### src/sv/mte_pkg.sv
// Shared types and constants for the multiset table engine.
package mte_pkg;

  localparam int CAPACITY = 16;
  localparam int ELEM_W   = 32;
  localparam int IDX_W    = $clog2(CAPACITY);
  localparam int CNT_W    = $clog2(CAPACITY + 1);
  localparam int QDEPTH   = 2;
  localparam int QPTR_W   = $clog2(QDEPTH);
  localparam int QCNT_W   = $clog2(QDEPTH + 1);

  // Raw kind codes as they arrive on the input stream.
  localparam logic [1:0] KIND_ADD    = 2'd0;
  localparam logic [1:0] KIND_REMOVE = 2'd1;
  localparam logic [1:0] KIND_QUERY  = 2'd2;

  typedef enum logic [1:0] {
    OP_ADD,
    OP_REMOVE,
    OP_QUERY
  } op_t;

  typedef enum logic [1:0] {
    STATUS_OK     = 2'd0,
    STATUS_FULL   = 2'd1,
    STATUS_EMPTY  = 2'd2,
    STATUS_ABSENT = 2'd3
  } status_t;

  typedef enum logic [0:0] {
    ST_IDLE,
    ST_WALK
  } state_t;

  typedef struct packed {
    op_t               op;
    logic [ELEM_W-1:0] element;
  } cmd_t;

  typedef struct packed {
    status_t    status;
    logic [4:0] copies;
    logic [4:0] occupancy;
    logic       is_empty;
  } result_t;

endpackage

### src/sv/mte_front.sv
// Front end: accepts request beats, decodes the kind and queues commands.
module mte_front (
  input  logic                  clk,
  input  logic                  rst,
  input  logic                  in_valid,
  output logic                  in_ready,
  input  logic [1:0]            in_kind,
  input  logic [31:0]           in_element,
  output logic                  cmd_valid,
  input  logic                  cmd_ready,
  output mte_pkg::cmd_t         cmd
);
  import mte_pkg::*;

  cmd_t              q [QDEPTH];
  logic [QPTR_W-1:0] wr_ptr;
  logic [QPTR_W-1:0] rd_ptr;
  logic [QCNT_W-1:0] count;
  logic              push;
  logic              pop;
  cmd_t              decoded;

  // Unused kind code three is treated as a query.
  always_comb begin
    decoded.element = in_element[ELEM_W-1:0];
    case (in_kind)
      KIND_ADD:    decoded.op = OP_ADD;
      KIND_REMOVE: decoded.op = OP_REMOVE;
      default:     decoded.op = OP_QUERY;
    endcase
  end

  assign in_ready  = (count != QCNT_W'(QDEPTH));
  assign cmd_valid = (count != '0);
  assign cmd       = q[rd_ptr];
  assign push      = in_valid && in_ready;
  assign pop       = cmd_valid && cmd_ready;

  always_ff @(posedge clk) begin
    if (rst) begin
      wr_ptr <= '0;
      rd_ptr <= '0;
      count  <= '0;
    end else begin
      if (push) begin
        wr_ptr <= (wr_ptr == QPTR_W'(QDEPTH - 1)) ? '0 : wr_ptr + 1'b1;
      end
      if (pop) begin
        rd_ptr <= (rd_ptr == QPTR_W'(QDEPTH - 1)) ? '0 : rd_ptr + 1'b1;
      end
      if (push && !pop) begin
        count <= count + 1'b1;
      end else if (pop && !push) begin
        count <= count - 1'b1;
      end
    end
  end

  always_ff @(posedge clk) begin
    if (push) begin
      q[wr_ptr] <= decoded;
    end
  end

endmodule

### src/sv/mte_back.sv
// Back end: holds the table, walks it once per command and registers the result.
module mte_back (
  input  logic              clk,
  input  logic              rst,
  input  logic              cmd_valid,
  output logic              cmd_ready,
  input  mte_pkg::cmd_t     cmd,
  output logic              res_valid,
  input  logic              res_ready,
  output mte_pkg::result_t  res
);
  import mte_pkg::*;

  state_t            state;
  state_t            state_next;
  logic [ELEM_W-1:0] entries [CAPACITY];
  logic [CNT_W-1:0]  fill;
  logic [CNT_W-1:0]  rd_idx;
  logic [CNT_W-1:0]  wr_idx;
  logic [CNT_W-1:0]  cnt;
  op_t               op;
  logic [ELEM_W-1:0] value;
  logic              add_full;
  logic              take;
  logic              stepping;
  logic              finish;
  logic              match;
  status_t           fin_status;
  logic [CNT_W-1:0]  fin_copies;
  logic [CNT_W-1:0]  fin_fill;

  assign match = (entries[rd_idx[IDX_W-1:0]] == value);

  always_comb begin
    state_next = state;
    cmd_ready  = (state == ST_IDLE);
    take       = 1'b0;
    stepping   = 1'b0;
    finish     = 1'b0;
    case (state)
      ST_IDLE: begin
        if (cmd_valid) begin
          take       = 1'b1;
          state_next = ST_WALK;
        end
      end
      ST_WALK: begin
        if (rd_idx != fill) begin
          stepping = 1'b1;
        end else if (!res_valid || res_ready) begin
          finish     = 1'b1;
          state_next = ST_IDLE;
        end
      end
      default: state_next = ST_IDLE;
    endcase
  end

  always_comb begin
    fin_status = STATUS_OK;
    fin_copies = cnt;
    fin_fill   = fill;
    case (op)
      OP_ADD: begin
        if (add_full) begin
          fin_status = STATUS_FULL;
        end
      end
      OP_REMOVE: begin
        fin_copies = '0;
        if (fill == '0) begin
          fin_status = STATUS_EMPTY;
        end else if (cnt == '0) begin
          fin_status = STATUS_ABSENT;
        end else begin
          fin_fill = wr_idx;
        end
      end
      default: fin_status = STATUS_OK;
    endcase
  end

  always_ff @(posedge clk) begin
    if (rst) begin
      state     <= ST_IDLE;
      fill      <= '0;
      res_valid <= 1'b0;
    end else begin
      state <= state_next;
      if (take && cmd.op == OP_ADD && fill != CNT_W'(CAPACITY)) begin
        fill <= fill + 1'b1;
      end else if (finish) begin
        fill <= fin_fill;
      end
      if (finish) begin
        res_valid <= 1'b1;
      end else if (res_ready) begin
        res_valid <= 1'b0;
      end
    end
  end

  // Compaction is done in place: the write index never passes the read index.
  always_ff @(posedge clk) begin
    if (take) begin
      op       <= cmd.op;
      value    <= cmd.element;
      rd_idx   <= '0;
      wr_idx   <= '0;
      cnt      <= '0;
      add_full <= (cmd.op == OP_ADD) && (fill == CNT_W'(CAPACITY));
      if (cmd.op == OP_ADD && fill != CNT_W'(CAPACITY)) begin
        entries[fill[IDX_W-1:0]] <= cmd.element;
      end
    end else if (stepping) begin
      rd_idx <= rd_idx + 1'b1;
      if (match) begin
        cnt <= cnt + 1'b1;
      end
      if (op == OP_REMOVE && !match) begin
        entries[wr_idx[IDX_W-1:0]] <= entries[rd_idx[IDX_W-1:0]];
        wr_idx <= wr_idx + 1'b1;
      end
    end
    if (finish) begin
      res.status    <= fin_status;
      res.copies    <= 5'(fin_copies);
      res.occupancy <= 5'(fin_fill);
      res.is_empty  <= (fin_fill == '0);
    end
  end

endmodule

### src/sv/multiset_table_engine.sv
// Top level of the multiset table engine: request queue, table sequencer and port packing.
// The engine keeps up to CAPACITY values in insertion order and answers every request beat
// with exactly one result beat. A request is handled in steps: the command is taken from the
// queue, the table sequencer compares each held entry in turn (after an add, including the
// new one) and, for a remove, moves survivors down, and then the result register is loaded,
// which waits while an earlier result has not been taken. Add, remove and query all walk the
// whole occupied table: add and query results report the copy count, and a remove compacts.
// A two-beat queue in front of the sequencer and the result register behind it let requests
// arrive and results drain while a walk is in progress.
module multiset_table_engine (
  input  logic        clk,
  input  logic        rst,
  input  logic        s_tvalid,
  output logic        s_tready,
  input  logic [31:0] s_tdata,   // element [31:0]
  input  logic [1:0]  s_tuser,   // kind [1:0]
  output logic        m_tvalid,
  input  logic        m_tready,
  output logic [15:0] m_tdata,   // copies [4:0], occupancy [9:5], is_empty [10], zero [15:11]
  output logic [1:0]  m_tuser    // status [1:0]
);
  import mte_pkg::*;

  logic    cmd_valid;
  logic    cmd_ready;
  cmd_t    cmd;
  result_t res;

  mte_front u_front (
    .clk        (clk),
    .rst        (rst),
    .in_valid   (s_tvalid),
    .in_ready   (s_tready),
    .in_kind    (s_tuser),
    .in_element (s_tdata),
    .cmd_valid  (cmd_valid),
    .cmd_ready  (cmd_ready),
    .cmd        (cmd)
  );

  mte_back u_back (
    .clk       (clk),
    .rst       (rst),
    .cmd_valid (cmd_valid),
    .cmd_ready (cmd_ready),
    .cmd       (cmd),
    .res_valid (m_tvalid),
    .res_ready (m_tready),
    .res       (res)
  );

  assign m_tuser = res.status;
  assign m_tdata = {5'd0, res.is_empty, res.occupancy, res.copies};

  // A refused add can only happen with the table full.
  a_full_occupancy: assert property (@(posedge clk) disable iff (rst)
    (m_tvalid && m_tuser == STATUS_FULL) |-> (m_tdata[9:5] == 5'(CAPACITY)))
    else $error("full status with occupancy below capacity");

  // A failed remove reports no copies.
  a_remove_copies: assert property (@(posedge clk) disable iff (rst)
    (m_tvalid && (m_tuser == STATUS_EMPTY || m_tuser == STATUS_ABSENT)) |-> (m_tdata[4:0] == 5'd0))
    else $error("remove error reported nonzero copies");

  // The empty flag agrees with the occupancy.
  a_empty_flag: assert property (@(posedge clk) disable iff (rst)
    m_tvalid |-> (m_tdata[10] == (m_tdata[9:5] == 5'd0)))
    else $error("empty flag disagrees with occupancy");

  // Copies of one value never exceed the occupancy.
  a_copies_bound: assert property (@(posedge clk) disable iff (rst)
    m_tvalid |-> (m_tdata[4:0] <= m_tdata[9:5]))
    else $error("copy count exceeds occupancy");

endmodule

### config.mk
export PLATFORM = sky130hd
export DESIGN_NAME = multiset_table_engine
export DESIGN_NICKNAME = d
export VERILOG_FILES = /design/src/sv/mte_pkg.sv /design/src/sv/mte_front.sv /design/src/sv/mte_back.sv /design/src/sv/multiset_table_engine.sv
export SDC_FILE = /design/constraint.sdc
export NUM_CORES = 1
export LEC_CHECK = 0
export ABC_CLOCK_PERIOD_IN_PS = 16600
export BUFFER_PORTS_ARGS = -buffer_cell sky130_fd_sc_hd__buf_4
export CAP_MARGIN = 20
export CORE_MARGIN = 5
export CORE_UTILIZATION = 45
export CTS_CLUSTER_SIZE = 20
export DETAILED_ROUTE_END_ITERATION = 10
export HOLD_SLACK_MARGIN = 0.1
export PLACE_DENSITY = 0.67
export SLEW_MARGIN = 25
export SYNTH_ARGS = -nofsm -noshare
export SYNTH_HDL_FRONTEND = slang
export SYNTH_SLANG_ARGS = --single-unit
### constraint.sdc
create_clock -name clk -period 16.6 [get_ports clk]
set_input_delay 1.66 -clock clk [delete_from_list [all_inputs] [get_ports clk]]
set_output_delay 1.66 -clock clk [all_outputs]
set_load 0.005 [all_outputs]
After elaboration in Yosys (flattened, before gate mapping)
Memories as Yosys holds them, arrays and structs flattened. A register that Yosys moved wholly into a read port is not among the register bits.
Cells that the tools add are included.
Operators by class
  equal/unequal tests: 7
  bitwise operators: 1
  multiplexer cells: 42
  add/sub/neg operators: 8
  reductions and logical operators: 27
Operators with widths (count)
  $eq A32 B32 Y1: 1
  $mux W32: 1
  $reduce_or A32 Y1: 1
  $mux W1: 26
  $mux W5: 5
  $add A5 B1 Y5 const B: 4
  $logic_not A5 Y1: 3
  $mux W4: 3
  $logic_and A1 B1 Y1: 9
  $mux W2: 4
  $pmux W2 S2: 2
  $reduce_bool A2 Y1: 4
  $logic_not A2 Y1: 3
  $eq A5 B5 Y1 const B: 1
  $ne A5 B5 Y1: 1
  $ne A5 B5 Y1 const B: 1
  $eq A2 B1 Y1 const B: 2
  $logic_not A1 Y1: 4
  $reduce_and A2 Y1: 2
  $add A1 B1 Y1 const B: 2
  $add A2 B1 Y2 const B: 1
  $ne A2 B2 Y1 const B: 1
  $pmux W1 S2: 1
  $sub A2 B1 Y2 const B: 1
  2 further kinds: 2
Word-level totals
  memories kept: 2
  bits of input ports: 38
  flip-flop bits (word level): 74
  output and inout port bits: 20
  memory bits (writable): 580
  word-level logic and storage cells: 103
Memories
  u_back.entries: words 16, width 32, rd ports 1, clocked after memory_dff 1, wr ports 1, RTL line mte_back.sv:16  | logic [ELEM_W-1:0] entries [CAPACITY];
  u_front.q: words 2, width 34, rd ports 1, clocked after memory_dff 1, wr ports 1, RTL line mte_front.sv:15  | cmd_t q [QDEPTH];

Depth between registers and ports, before layout
  depth after elaboration: 9
  depth in mapped cells: 15
  gate-level depth less buffers: 10

By module
A second synthesis with hierarchy kept.
Second synthesis, totals
  cell total of the unflattened synthesis: 1434
  area, all modules: 26454.1 um^2
Modules (own cells, without submodules)
  mte_back: cells each 1296, sequential area each 17336.6 um^2, area an instance 23735.3 um^2, times used 1
  mte_front: cells each 132, sequential area each 2142.1 um^2, area an instance 2677.6 um^2, times used 1
  multiset_table_engine: cells each 6, sequential area each 0.0 um^2, area an instance 41.3 um^2, times used 1

Worst setup path after synthesis
No wires, ideal clock.
  path type: register to register
  start point: register with a tool-made name
  end point: memory u_back.entries[11][0], enable pin
  setup time: 0.472 ns
  arrival time: 5.110 ns
  clock period less this slack: 5.582 ns
  required time: 16.128 ns
  stages on the path, launching flop included: 14
  path slack: 11.018 ns
  path buffers: 5
  path through: dfxtp_1 clkbuf_1 buf_2 buf_2 buf_1 mux4_2 a22oi_1 nand3_1 xor2_1 nor3_1 o2111ai_1 o31ai_2 clkbuf_1 o32ai_1
RTL lines (RTL line)
  end: declaration: mte_back.sv:16

==> qor.txt <==
Clock Latency Late Sink: 0.60 ns
Core ar.: 57600 sq um
Synth cell types: 56
Total GRT Usage: 17.8%
Worst-margin pin slew: 1.03 ns
Clock Skews: 0.0255 ns
CP Cell Sequence: buf_6, buf_4, mux4_2, a22oi_1, nand3_1, xor2_1, nor3_1, o2111ai_1, o31ai_4, buf_4, or3_1, o22ai_4, buf_4
Synthesized area: 26100 sq um
Rel. slew slack: 31.1%
Crit Path Class: reg2reg
Most frequent cells in the layout: edfxtp_1, mux4_2, buf_4
Worst hold margin: 0.501 ns
Synth async-reset ratio: 0%
Detail-routed via count per cell: 5.74
Total negative slack: 0 ns
Crit-path leading delay family: buffers and inverters
HPWL Detailed: 30.7 mm
Peak supply drop: 0.0730 mV
Sequential fraction of the synthesis area: 74.6%
Placed cell count: 2135
Number of DRC markers in iteration 0: 1242
Final nets: 1484
# setup viols final: 0
Rows: 88
Area leader, netlist: edfxtp_1
#FFs+latches synth: 659
Pwr dens: 142 nW/um^2
Syn Inst Count: 1341
Synth area leaders: edfxtp_1, mux4_2, mux2i_1, mux2_2, dfxtp_1
Initial antenna violation count: 0
Final GP Congestion: 0.765
# port buffers: 52
Vias in the first global route: 13214
Routed WL: 56.4 mm
Clk buf depth: 3
Syn Area/Cell: 19.5 sq um
Reg clk slew, reported paths: 0.06 ns
Share of cells above drive strength 1: 26.5%
RSZ-0062 raised after global routing: no
Overflow after GRT: 0
Slowest CP cell: dfxtp_4
CTS resizes: 0
Final Critical Period: 6.54 ns
Detailed-route via count: 12925
Max-cap viol count: 0
CP required: 16.86 ns
Syn. warnings: 0
Number of flops mapped to enable cells by yosys: 628
F_max: 0.153 GHz
Root Buffer: clkbuf_16
I/O pin count: 58
CTS buffer count: 67
Hold Path Class: reg2reg
Antenna viol nets, final: 0
Post-CTS Hold Buffers: 0
CTS tree: yes
Largest net degree at the start of global routing: 59
CTS H-tree lvls: 3
Die Height: 251 um
Area share of the largest cell type after synthesis: 72.2%
Die area: 63000 sq um
Post-CTS setup buffers: 0
Outcome: finished, final reports clean
Hold Vio Cnt, Final: 0
Crit path DAT: 6.79 ns
# diodes: 0
Area delta synth->final: 13.7%
Pwr Total: 4.22 mW
Finished Cell Area: 29700 sq um
Cell mode on critical path: buf_4
Post-Place Cell Area: 27700 sq um
Starting Density: 45.4%
TritonRoute pass-1 iters: 5
Synth Flop Type: edfxtp_1
WL per Instance: 25.1 um
Slowest Stage Delay on Critical Path: 0.80 ns
DR DRC count: 0
Non-Filler Instances: 2251
Die width: 251 um
Static Leak: 9.40 nW
Slew Viols, Final: 0
Worst setup EP type: flop
Crit-path max FO: 53
Startpoint types: flop
CP Buf/Inv Count: 4
Leading cell type in the layout, fill and taps excluded: edfxtp_1
Clk sinks: 659
Fin crit share: 39.4%
First-pass GRT wire length: 84.5 mm
[kinds of logic after synthesis]
logic type,after synthesis,share of synthesized area (%)
buffers and inverters,77,1.63
adders and majority gates,7,0.335
other,1,0.0144
xor gates and xnor gates,44,1.48
muxes,260,15.6
and+or+nand+nor,172,3.32
AOI/OAI and AO/OA,121,3.08
DFF,659,74.6
[synth_stat cells, types with 2 or more instances]
| master | instances |
|---|---|
| mux2_2 | 68 |
| and3_1 | 2 |
| nor3_1 | 6 |
| nand3b_1 | 2 |
| o22ai_1 | 8 |
| a221oi_1 | 4 |
| buf_6 | 6 |
| or2_2 | 6 |
| nand2b_1 | 11 |
| clkbuf_1 | 19 |
| inv_1 | 10 |
| buf_8 | 2 |
| edfxtp_1 | 628 |
| or3_1 | 12 |
| and2_1 | 6 |
| dfxtp_1 | 31 |
| a22o_1 | 12 |
| a21oi_1 | 24 |
| o211ai_1 | 2 |
| o21ai_0 | 31 |
| buf_2 | 20 |
| o31ai_1 | 4 |
| o32ai_1 | 10 |
| ha_1 | 7 |
| nor2_1 | 39 |
| nor2b_1 | 11 |
| nand2_1 | 41 |
| xnor2_1 | 12 |
| nand4_1 | 4 |
| o21a_1 | 2 |
| mux2i_1 | 82 |
| or4_1 | 3 |
| a22oi_1 | 14 |
| a211oi_1 | 2 |
| mux4_2 | 110 |
| nor4_1 | 6 |
| buf_4 | 12 |
| buf_1 | 6 |
| xor2_1 | 32 |
| nand3_1 | 18 |
[state kept, by name, indices dropped and copies added, names as in the netlist, named ones only]
register / flops
u_back.fill: 5
u_front.rd_ptr: 1
u_back.cnt: 5
u_back.value: 32
u_front.count: 2
u_back.entries: 512
u_back.op: 2
u_front.wr_ptr: 1
u_back.res: 13
u_back.wr_idx: 5
u_front.q: 68
u_back.state: 1
u_back.res_valid: 1
u_back.add_full: 1
u_back.rd_idx: 5
[power by group]
| group | internal [mW] | switching [mW] | total, mW |
|---|---|---|---|
| combinational | 0.242 | 0.440 | 0.681 |
| sequential | 2.10 | 0.0586 | 2.15 |
| clock | 0.785 | 0.601 | 1.39 |
| total | 3.12 | 1.10 | 4.22 |
[metal layers]
| metal | vias up | wire length [um] | track usage, % |
|---|---|---|---|
| met2 | 403 | 27600 | 28.9 |
| li1 | 5630 | - | - |
| met1 | 6803 | 24300 | 25.1 |
| met5 | - | 0 | 0 |
| met3 | 89 | 3160 | 3.25 |
| met4 | 0 | 1430 | 5.32 |
[worst paths after layout]
kind | to | depth (start not counted) | slack (ns) | startpoint
setup / recovery | u_back.entries[8][9] | 13 | 10.06 | flop
hold / removal | u_back.wr_idx[4] | 1 | 0.50 | u_back.wr_idx[4]
setup reg to reg | u_back.entries[8][9] | 13 | 10.06 | flop
hold reg to reg | u_back.wr_idx[4] | 1 | 0.50 | u_back.wr_idx[4]
[layout make-up]
type / instances / area, sq um
tap: 765 / 957
clock buffer: 83 / 1760
clock inverter: 33 / 241
multi-input combinational: 609 / 6530
inverter: 12 / 45.0
timing repair buffer: 90 / 679
sequential: 659 / 19500
fill: 4543 / 27900
[through the flow]
step           util, %  setup slack, ns
2_1_floorplan        -            11.02
3_3_place_gp      48.1             9.82
3_5_place_dp      48.1             9.65
4_1_cts           51.6             9.64
5_1_grt           51.6             9.54
6_report          51.6            10.06
Note: power is estimated with default switching activity, not from simulation.
